--- config.mk ---
export PLATFORM = sky130hd
export DESIGN_NAME = utf8_to_utf16_transcoder
export DESIGN_NICKNAME = d
export VERILOG_FILES = /design/src/sv/u8u16_pkg.sv /design/src/sv/u8u16_front.sv /design/src/sv/u8u16_queue.sv /design/src/sv/u8u16_back.sv /design/src/sv/utf8_to_utf16_transcoder.sv
export SDC_FILE = /design/constraint.sdc
export NUM_CORES = 1
export LEC_CHECK = 0
export BUFFER_PORTS_ARGS = -buffer_cell sky130_fd_sc_hd__buf_2
export CAP_MARGIN = 0
export CORE_MARGIN = 3
export CORE_UTILIZATION = 60
export CTS_CLUSTER_SIZE = 25
export DETAILED_ROUTE_END_ITERATION = 8
export PLACE_DENSITY = 0.81
export SLEW_MARGIN = 20
export SYNTH_ARGS = -nofsm -noshare
export SYNTH_HDL_FRONTEND = slang
export SYNTH_SLANG_ARGS = --single-unit
--- constraint.sdc ---
create_clock -name clk -period 5.2 [get_ports clk]
set_clock_uncertainty 0.2 [all_clocks]
set_input_delay 0.26 -clock clk [delete_from_list [all_inputs] [get_ports clk]]
set_output_delay 0.26 -clock clk [all_outputs]
set_load 0.05 [all_outputs]
--- src/sv/u8u16_pkg.sv ---
// Shared types and constants for the UTF-8 to UTF-16 transcoder.
package u8u16_pkg;

  // One input transfer: a raw UTF-8 byte and the end-of-string flag.
  typedef struct packed {
    logic [7:0] in_byte;
    logic       string_end;
  } in_item_t;

  // One output transfer: a UTF-16 code unit and the last-unit flag.
  typedef struct packed {
    logic [15:0] code_unit;
    logic        run_last;
  } out_item_t;

  // Decode jobs handed from the front to the back.
  typedef enum logic [2:0] {
    OP_ASCII1,  // one unit: bytes[0]
    OP_ASCII2,  // two units: bytes[0], bytes[1]
    OP_DEC2,    // two-byte sequence: lead in bytes[0]
    OP_DEC3,    // three-byte sequence
    OP_DEC4     // four-byte sequence, leaves as a surrogate pair
  } op_t;

  typedef struct packed {
    op_t             kind;
    logic [3:0][7:0] bytes;
  } entry_t;

  typedef struct packed {
    logic   valid;
    entry_t entry;
  } push_t;

  localparam logic [15:0] SURR_HIGH = 16'hD800;
  localparam logic [15:0] SURR_LOW  = 16'hDC00;
  // 0x10000 seen from bit 10 up
  localparam logic [15:0] SUPP_BASE_K = 16'h0040;

endpackage

--- src/sv/u8u16_front.sv ---
// Front end: takes bytes, tracks the pending sequence, and issues decode jobs.
module u8u16_front (
  input  logic                clk,
  input  logic                rst,
  input  logic                accept,
  input  u8u16_pkg::in_item_t item,
  output u8u16_pkg::push_t    push
);

  logic [7:0] lead;
  logic [7:0] lead_next;
  logic [1:0] need;
  logic [1:0] need_next;
  logic [1:0] seen;
  logic [1:0] seen_next;
  logic [7:0] held [2];
  logic       hold_en;
  logic [7:0] b;
  logic [1:0] b_need;

  function automatic logic [1:0] lead_need(input logic [7:0] c);
    logic [1:0] n;
    case (c) inside
      [8'hC0:8'hDF]: n = 2'd1;
      [8'hE0:8'hEF]: n = 2'd2;
      [8'hF0:8'hF7]: n = 2'd3;
      default:       n = 2'd0;
    endcase
    return n;
  endfunction

  assign b      = item.in_byte;
  assign b_need = lead_need(b);

  always_comb begin
    push       = '0;
    push.entry.kind = u8u16_pkg::OP_ASCII1;
    lead_next  = lead;
    need_next  = need;
    seen_next  = seen;
    hold_en    = 1'b0;
    if (accept) begin
      if (need != 2'd0) begin
        if ({1'b0, seen} + 3'd1 >= {1'b0, need}) begin
          // sequence complete
          push.valid          = 1'b1;
          push.entry.bytes[0] = lead;
          case (need)
            2'd1: begin
              push.entry.kind     = u8u16_pkg::OP_DEC2;
              push.entry.bytes[1] = b;
            end
            2'd2: begin
              push.entry.kind     = u8u16_pkg::OP_DEC3;
              push.entry.bytes[1] = held[0];
              push.entry.bytes[2] = b;
            end
            default: begin
              push.entry.kind     = u8u16_pkg::OP_DEC4;
              push.entry.bytes[1] = held[0];
              push.entry.bytes[2] = held[1];
              push.entry.bytes[3] = b;
            end
          endcase
          lead_next = '0;
          need_next = '0;
          seen_next = '0;
        end else if (item.string_end) begin
          // string cut short: drop the lead, rescan held bytes plus this one
          if (seen == 2'd0) begin
            push.valid          = !b[7];
            push.entry.bytes[0] = b;
          end else if (!held[0][7]) begin
            push.valid          = 1'b1;
            push.entry.kind     = b[7] ? u8u16_pkg::OP_ASCII1 : u8u16_pkg::OP_ASCII2;
            push.entry.bytes[0] = held[0];
            push.entry.bytes[1] = b;
          end else if (held[0][7:5] == 3'b110) begin
            push.valid          = 1'b1;
            push.entry.kind     = u8u16_pkg::OP_DEC2;
            push.entry.bytes[0] = held[0];
            push.entry.bytes[1] = b;
          end else begin
            push.valid          = !b[7];
            push.entry.bytes[0] = b;
          end
        end else begin
          hold_en   = 1'b1;
          seen_next = seen + 2'd1;
        end
      end else begin
        push.valid          = !b[7];
        push.entry.bytes[0] = b;
        if (b_need != 2'd0 && !item.string_end) begin
          lead_next = b;
          need_next = b_need;
          seen_next = '0;
        end
      end
      if (item.string_end) begin
        lead_next = '0;
        need_next = '0;
        seen_next = '0;
      end
    end
  end

  always_ff @(posedge clk) begin
    if (rst) begin
      lead <= '0;
      need <= '0;
      seen <= '0;
    end else begin
      lead <= lead_next;
      need <= need_next;
      seen <= seen_next;
    end
  end

  always_ff @(posedge clk) begin
    if (hold_en) begin
      held[seen[0]] <= b;
    end
  end

`ifndef SYNTH
  a_idle_no_seen: assert property (@(posedge clk) disable iff (rst)
    (need == 2'd0) |-> (seen == 2'd0))
    else $error("front: held count without a pending lead");
  a_seen_below_need: assert property (@(posedge clk) disable iff (rst)
    (need != 2'd0) |-> (seen < need))
    else $error("front: held count reached the sequence length");
`endif

endmodule

--- src/sv/u8u16_queue.sv ---
// Small flop-based job queue between front and back.
module u8u16_queue #(
  parameter int DEPTH = 4
) (
  input  logic                clk,
  input  logic                rst,
  input  u8u16_pkg::push_t    push,
  input  logic                pop,
  output logic                full,
  output logic                head_valid,
  output u8u16_pkg::entry_t   head
);

  localparam int PTR_W = (DEPTH > 1) ? $clog2(DEPTH) : 1;
  localparam int CNT_W = $clog2(DEPTH + 1);

  u8u16_pkg::entry_t slots [DEPTH];
  logic [PTR_W-1:0]  wr_ptr;
  logic [PTR_W-1:0]  rd_ptr;
  logic [CNT_W-1:0]  count;
  logic              do_pop;

  assign full       = (count == CNT_W'(DEPTH));
  assign head_valid = (count != '0);
  assign head       = slots[rd_ptr];
  assign do_pop     = pop && head_valid;

  always_ff @(posedge clk) begin
    if (rst) begin
      wr_ptr <= '0;
      rd_ptr <= '0;
      count  <= '0;
    end else begin
      if (push.valid) begin
        wr_ptr <= (wr_ptr == PTR_W'(DEPTH - 1)) ? '0 : wr_ptr + 1'b1;
      end
      if (do_pop) begin
        rd_ptr <= (rd_ptr == PTR_W'(DEPTH - 1)) ? '0 : rd_ptr + 1'b1;
      end
      if (push.valid && !do_pop) begin
        count <= count + 1'b1;
      end else if (!push.valid && do_pop) begin
        count <= count - 1'b1;
      end
    end
  end

  always_ff @(posedge clk) begin
    if (push.valid) begin
      slots[wr_ptr] <= push.entry;
    end
  end

`ifndef SYNTH
  a_no_overflow: assert property (@(posedge clk) disable iff (rst)
    push.valid |-> !full)
    else $error("queue: write into a full queue");
  a_count_bound: assert property (@(posedge clk) disable iff (rst)
    count <= CNT_W'(DEPTH))
    else $error("queue: occupancy beyond depth");
`endif

endmodule

--- src/sv/u8u16_back.sv ---
// Back end: turns decode jobs into code units behind an output register.
module u8u16_back (
  input  logic                 clk,
  input  logic                 rst,
  input  logic                 head_valid,
  input  u8u16_pkg::entry_t    head,
  output logic                 pop,
  output logic                 unit_valid,
  input  logic                 unit_ready,
  output u8u16_pkg::out_item_t unit_data
);

  logic        phase;     // 1 while the second unit of a job is due
  logic        load;
  logic        two;
  logic        last;
  logic [15:0] unit0;
  logic [15:0] unit1;
  logic [20:0] cp;
  logic [15:0] hi_bits;

  assign cp      = {head.bytes[0][2:0], head.bytes[1][5:0], head.bytes[2][5:0],
                    head.bytes[3][5:0]};
  // low 16 bits of (cp - 0x10000) >> 10, wrapping for values below 0x10000
  assign hi_bits = {5'b0, cp[20:10]} - u8u16_pkg::SUPP_BASE_K;

  always_comb begin
    unit1 = '0;
    two   = 1'b0;
    case (head.kind)
      u8u16_pkg::OP_ASCII1: unit0 = {8'h00, head.bytes[0]};
      u8u16_pkg::OP_ASCII2: begin
        unit0 = {8'h00, head.bytes[0]};
        unit1 = {8'h00, head.bytes[1]};
        two   = 1'b1;
      end
      u8u16_pkg::OP_DEC2: unit0 = {5'b0, head.bytes[0][4:0], head.bytes[1][5:0]};
      u8u16_pkg::OP_DEC3: unit0 = {head.bytes[0][3:0], head.bytes[1][5:0],
                                   head.bytes[2][5:0]};
      u8u16_pkg::OP_DEC4: begin
        unit0 = u8u16_pkg::SURR_HIGH | hi_bits;
        unit1 = u8u16_pkg::SURR_LOW | {6'b0, cp[9:0]};
        two   = 1'b1;
      end
      default: unit0 = '0;
    endcase
  end

  assign load = head_valid && (!unit_valid || unit_ready);
  assign last = !two || phase;
  assign pop  = load && last;

  always_ff @(posedge clk) begin
    if (rst) begin
      unit_valid <= 1'b0;
      phase      <= 1'b0;
    end else if (load) begin
      unit_valid <= 1'b1;
      phase      <= !last;
    end else if (unit_ready) begin
      unit_valid <= 1'b0;
    end
  end

  always_ff @(posedge clk) begin
    if (load) begin
      unit_data.code_unit <= phase ? unit1 : unit0;
      unit_data.run_last  <= last;
    end
  end

`ifndef SYNTH
  a_phase_on_pair: assert property (@(posedge clk) disable iff (rst)
    phase |-> (head_valid && (head.kind == u8u16_pkg::OP_ASCII2 ||
                              head.kind == u8u16_pkg::OP_DEC4)))
    else $error("back: second-unit phase without a two-unit job at head");
`endif

endmodule

--- src/sv/utf8_to_utf16_transcoder.sv ---
// Top level of the UTF-8 to UTF-16 transcoder: front end, job queue, back end.
// Path: a job enters the job queue when its byte transfers, and its first code unit is
// then loaded into the output register once that is free; the low half of a pair follows.
// Throughput: one byte per cycle in while the queue has room; one code unit per
// cycle out while unit_ready is high, and bytes keep entering while a pair goes out.
// Reset: synchronous rst clears the pending sequence, empties the queue and drops the
// output register; the held continuation bytes are not cleared.
module utf8_to_utf16_transcoder #(
  parameter int QUEUE_DEPTH = 4
) (
  input  logic                 clk,
  input  logic                 rst,
  // byte channel
  input  logic                 byte_valid,
  output logic                 byte_ready,
  input  u8u16_pkg::in_item_t  byte_data,
  // code unit channel
  output logic                 unit_valid,
  input  logic                 unit_ready,
  output u8u16_pkg::out_item_t unit_data
);

  logic              accept;
  logic              full;
  logic              head_valid;
  logic              pop;
  u8u16_pkg::push_t  push;
  u8u16_pkg::entry_t head;

  // A byte transfer happens whenever the queue has room; bytes that give no unit
  // (stray continuations, lead and held bytes) never enter the queue.
  assign byte_ready = !full;
  assign accept     = byte_valid && byte_ready;

  // Front: sequence tracking and job formation, at most one job per byte.
  u8u16_front u_front (
    .clk    (clk),
    .rst    (rst),
    .accept (accept),
    .item   (byte_data),
    .push   (push)
  );

  // Queue: decouples byte intake from unit delivery and absorbs pair expansion.
  u8u16_queue #(
    .DEPTH (QUEUE_DEPTH)
  ) u_queue (
    .clk        (clk),
    .rst        (rst),
    .push       (push),
    .pop        (pop),
    .full       (full),
    .head_valid (head_valid),
    .head       (head)
  );

  // Back: assembles code units and surrogate halves into the output register.
  u8u16_back u_back (
    .clk        (clk),
    .rst        (rst),
    .head_valid (head_valid),
    .head       (head),
    .pop        (pop),
    .unit_valid (unit_valid),
    .unit_ready (unit_ready),
    .unit_data  (unit_data)
  );

endmodule

==> metrics, run 1 <==
Mapped Area 7853 um2; Hold Crit Start byte_data[3]; global-route wire length before repair 26.89 mm; clock latency on the worst-skew pair 440 ps; Boundary Pins 32; Hold Path Cell Cnt 3; wire length per cell 22.43 um; Post-CTS Setup Repair Bufs 0; Max Cap Viol 0; drt drc 0; crit path launch type flop; setup violators final 0; status finished, final reports clean; Final ANT Viol Nets 0; CP Capture Type flop; CP max FO 17; combinational group share of total power 0.301; critical setup path kind reg2reg; DR vias/cell 6.205; area leader, netlist edfxtp_1; CTS buffer count 17; Die Y 120.4 um; post-DP HPWL 11.31 mm; clock-pin slew on the worst setup and hold paths 70 ps; Clock Path Buffers 2; CP peak stage delay 880 ps; Top FF cell, synth edfxtp_1; maximum vdd drop 0.3179 mV; Area Growth Syn to Fin 12.54%; most used cell, CP inv_1; global route overflow 0; initial antenna violation count 0; diode count 0; post-synthesis simple-gate area fraction 0.09066; pin count of the biggest net entering global routing 32; Total Wirelength 17.14 mm; multiplexer area fraction after synthesis 0.1222; vias in the first global route 4751; Seq/Total Area, Yosys 0.6514; crit path DAT 4020 ps; Final Hold Viols 0; Power Total 4.504 mW; Power Density 509.6 nW/um2; post-synthesis xor/xnor area fraction 0.005577; GPL Wtd Cong 0.9288; internal power consumption 2.950 mW; cells after synthesis 538; Final nets 607; DRT Pass-1 Iters 6; setup TNS 0 ps; H-tree Lvls 4; mean post-synth cell area 14.60 um2; Slew HR 0.3417; Tcrit/Tclk final 0.7416; fill count 856; 1st-iter DRT viols 625; Synth area leaders edfxtp_1 59%, mux4_2 8.9%, dfxtp_1 5.9%; ys async rst share 0; CTS Root Cell clkbuf_16; CP max-delay cell dfxtp_1; Post-Synth Adder-Cell Area 0.02581; CTS tree yes; largest family of logic cells by synthesized area multiplexers; Reg2Reg Setup Slack 1340 ps; Worst Tran Pin Value 987.5 ps; Fmax 259.3 MHz; layout cells sized above 1 0.1959; Flop pwr share 0.409; critical-path cell list mux4_2 -> nor2b_4 -> o21ai_2 -> and2_2 -> inv_1 -> ha_1 -> inv_1 -> fa_1 -> xor2_1 -> or3_1 -> a21oi_1; Total GRT Usage 0.2528; post-layout util 0.6946; max-slew violations 0; die width 120.4 um; most frequent cells in the layout 155 x edfxtp_1, 48 x nor2_1, 33 x nand2_1, 31 x mux4_2, 31 x buf_2; Ys Warns 0; Hold Crit Endpoint u_front.lead[2]; post-synthesis compound-gate area fraction 0.07919; CP Data Required Time 5370 ps; PortBufs 31; Synth cell types 51; Clock Power Share 0.290; reg2reg end u_queue.count[2]; vias 4741; RSZ-0062 raised after global routing false; CP delay by family, top simple AND/OR/NAND/NOR gates; total die area 14500 um2; WP buf/inv 2; cells on worst reg2reg path 11; sw frac 0.3451; post-CTS resize count 0; CTS sink cnt 178; core area 12720 um2; Seq cells post-synth 178; fin crit period 3856 ps; hold crit path type in2reg; number of flops mapped to enable cells by yosys 155; Switch Pwr 1.554 mW; Net Count, Synth 566; Final Hold Slack 14.47 ps; row count 41; Initial Util 0.6172; Yosys top cell area share 0.5927; most common cell after layout, fill and taps aside edfxtp_1; P_leak 3.008 nW
tightest hold or removal path: cells and delay by family:
family | cells | cell delay [ps]
simple gates | 1 | 100
buf+inv | 1 | 180
compound gates | 1 | 60
layout make-up:
type / instances / area (um2) / share of cell area
flip-flops and latches: 178 / 5116 / 0.5789
multi-input cells: 319 / 2544 / 0.2878
clock buffers: 17 / 425.4 / 0.04814
repair buffers: 46 / 285.3 / 0.03228
well taps: 172 / 215.2 / 0.02435
clock inverters: 15 / 187.7 / 0.02124
inverters: 17 / 63.81 / 0.007221
worst max-delay path by stage:
stage | start | to | slack, ps | cells past startpoint
after floorplan | u_front.seen[0] | u_queue.count[2] | 1900 | 11
after global placement | flop | u_queue.count[2] | 1510 | 11
after detailed placement | flop | u_queue.count[2] | 1410 | 11
after CTS | flop | u_queue.count[2] | 1330 | 11
after global routing | flop | u_queue.count[2] | 1140 | 11
final | flop | u_queue.count[2] | 1340 | 11
routing by layer:
metal  vias to the layer above  part of all wire  GRT usage
li1                       2152                 -          -
met1                      2296              0.41     0.3417
met2                       251              0.48     0.3835
met3                        42             0.086    0.07109
met4                         0             0.029     0.1218
met5                         -                 0          0
repair_timing:
item / in CTS / in global routing
setup endpoints to repair: 0 / 0
hold endpoints to repair: 12 / 0
hold buffers: 7 / 0
stage by stage:
step,setup WS (ps),instance area (um2),instances
after floorplan,1904,7853,538
after global placement,1512,8154,725
after detailed placement,1414,8154,725
after CTS,1327,8837,764
after global routing,1142,8837,764
final,1344,8837,764
state kept, by name (all words and copies together), names as in the netlist, 2 cells and up, named ones only:
register and count:
u_back.unit_data 17, u_front.held 14, u_front.lead 8, u_front.need 2, u_front.seen 2, u_queue.count 3, u_queue.rd_ptr 2, u_queue.slots 124
u_queue.wr_ptr 2
cell usage after synthesis (all sizes together), types with 13 or more instances:
cell type / count
o21ai: 15
mux2i: 25
a21oi: 33
ha: 13
nand3: 17
inv: 17
mux4: 31
nor2: 48
dfxtp: 23
a22oi: 16
buf: 14
nand2: 33
edfxtp: 155
and2: 14
kinds of logic after synthesis:
group,after synthesis
AO/OA/AOI/OAI,96
XOR/XNOR,5
adder cells (fa/ha/maj),15
buffers and inverters,41
flip-flops,178
multiplexers,57
AND/OR/NAND/NOR,146
power groups by stage:
| stage | clock, mW | sequential, mW | combinational [mW] |
|---|---|---|---|
| finish | 1.30 | 1.84 | 1.36 |
| global route | 1.38 | 1.86 | 1.44 |
| CTS | 1.32 | 1.85 | 1.35 |
| detailed placement | 0 | 1.87 | 1.33 |
| global placement | 0 | 1.86 | 1.31 |
| floorplan | 0 | 2.08 | 0.816 |
Note: power is estimated with default switching activity, not from simulation.
==> run 2: changes to the inputs <==
==> constraint.sdc (replaced) <==
create_clock -name clk -period 3.7 [get_ports clk]
set_clock_uncertainty 0.2 [all_clocks]
set_input_delay 0.185 -clock clk [delete_from_list [all_inputs] [get_ports clk]]
set_output_delay 0.185 -clock clk [all_outputs]
set_load 0.05 [all_outputs]
==> run 2 against run 1 <==
Sequential share of layout area decreased by 0.37 points. Critical endpoint unchanged. Critical path type unchanged. Clock power increased by 36%. Register-to-register slack got worse by 1100 ps. Largest cell class unchanged. Total power increased by 41%.
==> metrics, run 2 (same netlist as run 1, synthesis figures left out) <==
global-route wire length before repair 28.40 mm (+5.6%); hold crit path type in2reg; setup violators final 0 (unchanged); CP Data Required Time 3860 ps (-1510 ps); Worst Tran Pin Value 696.8 ps (-290.7 ps); reg2reg end u_queue.count[2]; Reg2Reg Setup Slack 260 ps (-1090 ps); WP buf/inv 2 (unchanged); Fmax 290.4 MHz (+12%); clock-pin slew on the worst setup and hold paths 60 ps (about the same); CP peak stage delay 520 ps (-360 ps); Power Density 712.4 nW/um2 (+40%); critical setup path kind reg2reg; CTS Root Cell clkbuf_16; DR vias/cell 6.373 (+2.7%); clock latency on the worst-skew pair 430 ps (about the same); Hold Path Cell Cnt 4 (+1); Final ANT Viol Nets 0 (unchanged); Total Wirelength 17.87 mm (+4.3%); largest reg by FF count u_queue.slots; Hold Crit Start byte_data[0]; 1st-iter DRT viols 633 (+1.3%); CTS tree yes; crit path DAT 3600 ps (-420 ps); Area Growth Syn to Fin 13.26%; combinational group share of total power 0.317 (+0.016); Clock Power Share 0.279 (-0.011); pin count of the biggest net entering global routing 32 (unchanged); wire length per cell 23.09 um (+2.9%); CTS sink cnt 178 (unchanged); Slew HR 0.5327 (+0.1910); post-DP HPWL 11.29 mm (-0.21%); max-slew violations 0 (unchanged); crit path from u_front.seen[0]; vias in the first global route 5028 (+5.8%); Switch Pwr 2.186 mW (+41%); CTS buffer count 17 (unchanged); GPL Wtd Cong 0.9668 (+4.1%); cells on worst reg2reg path 11 (unchanged); Initial Util 0.6172 (unchanged); critical-path cell list inv_1 -> fa_1 -> o31ai_2 -> o21ai_1 -> a21oi_2 -> ha_1 -> inv_1 -> fa_1 -> xor2_1 -> or3_1 -> a21oi_1; H-tree Lvls 4 (unchanged); Max Cap Viol 0 (unchanged); Flop pwr share 0.404 (-0.005); Clock Path Buffers 2 (unchanged); CP max FO 6 (-11); Worst R2R Start u_front.seen[0]; most common cell after layout, fill and taps aside edfxtp_1; vias 4933 (+4.0%); core area 12720 um2 (unchanged); status finished, final reports clean; Tcrit/Tclk final 0.9306 (+0.1890); Boundary Pins 32 (unchanged); die width 120.4 um (unchanged); Post-CTS Setup Repair Bufs 0 (unchanged); post-CTS resize count 0 (unchanged); diode count 0 (unchanged); CP delay by family, top adder cells; maximum vdd drop 0.3562 mV (+12%); global route overflow 0 (unchanged); PortBufs 31 (unchanged); max reg flops 124 (unchanged); CP Capture Type flop; final setup margin 256.9 ps (-1087 ps); Final nets 617 (+1.6%); fill count 845 (-1.3%); DRT Pass-1 Iters 7 (+1); initial antenna violation count 0 (unchanged); RSZ-0062 raised after global routing false; drt drc 0 (unchanged); Final Hold Slack 111.4 ps (+96.97 ps); fin crit period 3443 ps (-413.2 ps); Final Hold Viols 0 (unchanged); internal power consumption 4.149 mW (+41%); Post-Place Worst Slack 306.3 ps (-1107 ps); Hold Crit Endpoint u_front.need[1]; sw frac 0.3450 (about the same); row count 41 (unchanged); setup TNS 0 ps (unchanged); Die Y 120.4 um (unchanged); P_leak 3.027 nW (+0.63%); layout cells sized above 1 0.2027 (+0.006712); total die area 14500 um2 (unchanged); Total GRT Usage 0.2646 (+0.01185); CP max-delay cell fa_1; most frequent cells in the layout 155 x edfxtp_1, 48 x nor2_1, 33 x nand2_1, 31 x mux4_2, 31 x buf_2; crit path launch type flop
run 2: cell types whose count changed in the layout (fill, tap and decap cells not counted), sizes merged:
cell and delta:
inv -6, dlygate4sd3 +4, clkinv +1, buf +6, clkinvlp +5
run 2: power by group through the flow:
stage          Clock (mW)  Sequential, mW  Combinational (mW)
5_1_grt              1.89            2.58                2.12
4_1_cts              1.78            2.56                1.98
6_report             1.77            2.56                2.01
3_5_place_dp            0            2.60                1.95
2_1_floorplan           0            2.93                1.15
3_3_place_gp            0            2.58                1.92
run 2: routing by layer:
| layer | part of all wire | GRT usage |
|---|---|---|
| met1 | 0.38 | 0.3538 |
| met2 | 0.51 | 0.4261 |
| met3 | 0.088 | 0.06829 |
| met4 | 0.026 | 0.09490 |
| met5 | 0 | 0 |
run 2: final cells by class:
cell class	count	area, um2	share of cell area
clock inverter	15	158.9	0.01787
tap	172	215.2	0.02420
timing repair buffer	56	370.4	0.04164
multi-input combinational	319	2544	0.2860
clock buffer	17	425.4	0.04783
inverter	17	63.81	0.007175
sequential	178	5116	0.5753
run 2: how the worst max path moves through the flow:
stage | to | slack, ps | cells after the start
floorplan | u_queue.count[2] | 400 | 11
global placement | u_queue.count[2] | 420 | 11
detailed placement | u_queue.count[2] | 310 | 11
CTS | u_queue.count[2] | 270 | 11
global route | u_queue.count[2] | 50 | 11
finish | u_queue.count[2] | 260 | 11
run 2: timing repair:
item                       in CTS  in global routing
setup endpoints to repair       0                  0
hold buffers                   11                  0
hold endpoints to repair       28                  0
run 2: stage by stage:
step,instance area [um2],cells,utilization,power (mW)
2_1_floorplan,7853,538,-,4.074
3_3_place_gp,8199,731,0.6445,4.503
3_5_place_dp,8199,731,0.6445,4.549
4_1_cts,8894,774,0.6991,6.332
5_1_grt,8894,774,0.6991,6.594
6_report,8894,774,0.6991,6.335
run 2: worst min-delay path, cell delays in order:
cell,delay [ps]
buf_2,220
nor2b_1,110
nand3_1,110
a21oi_1,70
==> run 3: changes to the inputs <==
--- a/config.mk
+++ b/config.mk
@@ -7,6 +7,7 @@
 export LEC_CHECK = 0
 export BUFFER_PORTS_ARGS = -buffer_cell sky130_fd_sc_hd__buf_2
 export CAP_MARGIN = 0
+export CORE_ASPECT_RATIO = 0.8
 export CORE_MARGIN = 3
 export CORE_UTILIZATION = 60
 export CTS_CLUSTER_SIZE = 25
==> run 3 against run 2 <==
Hold slack got worse by 47 ps. Global-route usage decreased by 0.85 points. Non-clock buffer count is 1 higher. Register-to-register slack worse by 120 ps. Count of clock-buffer cells in the layout rose by 1. Final cell count did not move. Clock power decreased by 5%. Die area about the same. Sequential share of layout area is 0.16 points higher. Sequential power about the same.
==> metrics, run 3 (same netlist as run 1, synthesis figures left out) <==
initial antenna violation count 0 (unchanged); PortBufs 31 (unchanged); Worst Tran Pin Value 696.3 ps (-0.4842 ps); CTS Root Cell clkbuf_16; Post-CTS Setup Repair Bufs 0 (unchanged); Top Layer Used met4; CTS tree yes; CP Data Required Time 3860 ps (about the same); Clock Path Buffers 2 (unchanged); Final ANT Viol Nets 0 (unchanged); Die Y 108.3 um (-10%); final setup margin 140.7 ps (-116.3 ps); post-CTS resize count 0 (unchanged); routed wl met3 1.398 mm (-11%); CP Capture Type flop; GPL Wtd Cong 0.9034 (-6.6%); Clock Power Share 0.270 (-0.009); layout cells sized above 1 0.2023 (-0.0003361); Final Hold Slack 64.06 ps (-47.37 ps); Area Growth Syn to Fin 12.94%; Tcrit/Tclk final 0.9620 (+0.03142); Final Hold Viols 0 (unchanged); H-tree Lvls 4 (unchanged); total die area 14510 um2 (about the same); Total GRT Usage 0.2561 (-0.008496); CTS sink cnt 178 (unchanged); largest reg by FF count u_queue.slots; global route overflow 0 (unchanged); drt drc 0 (unchanged); Flop pwr share 0.412 (+0.008); Power Density 700.4 nW/um2 (-1.7%); Hold-fix buffers, CTS 11 (unchanged); pin count of the biggest net entering global routing 32 (unchanged); max reg flops 124 (unchanged); Total Wirelength 17.22 mm (-3.7%); Fmax 281.0 MHz (-3.3%); combinational group share of total power 0.318 (about the same); Power Total 6.212 mW (-2.0%); post-DP HPWL 11.47 mm (+1.6%); WL met2 8.611 mm (-4.7%); core area 12480 um2 (-1.9%); Initial Util 0.6294 (+0.01213); setup violators final 0 (unchanged); Max Cap Viol 0 (unchanged); maximum vdd drop 0.5032 mV (+41%); vias in the first global route 4857 (-3.4%); crit path launch type flop; hold crit path type in2reg; RSZ-0062 raised after global routing false; Post-Place Worst Slack 243.7 ps (-62.57 ps); die width 133.9 um (+11%); Final nets 618 (+0.16%); critical setup path kind reg2reg; internal power consumption 4.025 mW (-3.0%); status finished, final reports clean; wire length per cell 22.24 um (-3.7%); most common cell after layout, fill and taps aside edfxtp_1; CP max FO 6 (unchanged); Boundary Pins 32 (unchanged); global-route wire length before repair 27.27 mm (-4.0%); post-layout util 0.7108 (+0.01173); CTS buffer count 17 (unchanged); DR vias/cell 6.348 (-0.41%); crit path DAT 3720 ps (+120 ps); most frequent cells in the layout 155 x edfxtp_1, 48 x nor2_1, 33 x nand2_1, 31 x mux4_2, 31 x buf_2; DRT Pass-1 Iters 7 (unchanged); max-slew violations 0 (unchanged); sw frac 0.3520 (+0.006988); fin crit period 3559 ps (+116.3 ps); clock latency on the worst-skew pair 430 ps (about the same); met1 wire length 6.956 mm (+2.2%); clock-pin slew on the worst setup and hold paths 70 ps (about the same); vias 4913 (-0.41%); Slew HR 0.5341 (+0.001410); setup TNS 0 ps (unchanged); diode count 0 (unchanged); Switch Pwr 2.187 mW (about the same); row count 36 (-12%); P_leak 3.027 nW (about the same); 1st-iter DRT viols 511 (-19%)
run 3: cell count changes in the layout (fill, tap and decap cells not counted), sizes merged:
cell,change
buf,+1
bufinv,-2
clkbuf,+1
clkinv,+1
clkinvlp,-3
inv,+3
run 3: cell type report:
type	count	area, um2
clock buffers	18	429.2
clock inverters	14	123.9
fillers	808	3608
inverters	17	63.81
multi-input cells	319	2544
flip-flops and latches	178	5116
well taps	171	214.0
repair buffers	57	377.9
run 3: critical path: stages (launching register included):
cell and delay [ps]:
dfxtp_1 430, inv_1 130, fa_1 530, o31ai_2 400, buf_4 210, o31ai_1 70, a21oi_2 210, ha_1 230
inv_1 70, fa_1 370, xor2_1 180, or3_1 320, a21oi_1 140
run 3: layer usage:
layer  vias up  global-route usage
li1       2168                   -
met1      2466              0.3414
met2       244              0.4182
met3        35             0.07349
met4         0             0.07562
met5         -                   0
run 3: metrics by stage:
step           area (um2)  std cells
5_1_grt              8869        774
3_5_place_dp         8205        731
6_report             8869        774
2_1_floorplan        7853        538
4_1_cts              8869        774
3_3_place_gp         8205        731
run 3: final timing paths:
| path | cells after the start | startpoint | endpoint | slack [ps] |
|---|---|---|---|---|
| worst max-delay path | 12 | u_front.seen[0] | u_queue.count[2] | 140 |
| worst min-delay path | 4 | byte_data[0] | u_front.need[1] | 60 |
| worst max register to register | 12 | u_front.seen[0] | u_queue.count[2] | 140 |
| worst min register to register | 2 | u_front.lead[3] | u_front.lead[3] | 260 |
run 3: power groups by stage:
stage                     combinational [mW]  clock [mW]  sequential, mW
final                                   1.97        1.68            2.56
after global routing                    2.12        1.78            2.59
after CTS                               1.97        1.70            2.57
after detailed placement                1.94           0            2.61
after global placement                  1.91           0            2.60
after floorplan                         1.15           0            2.93
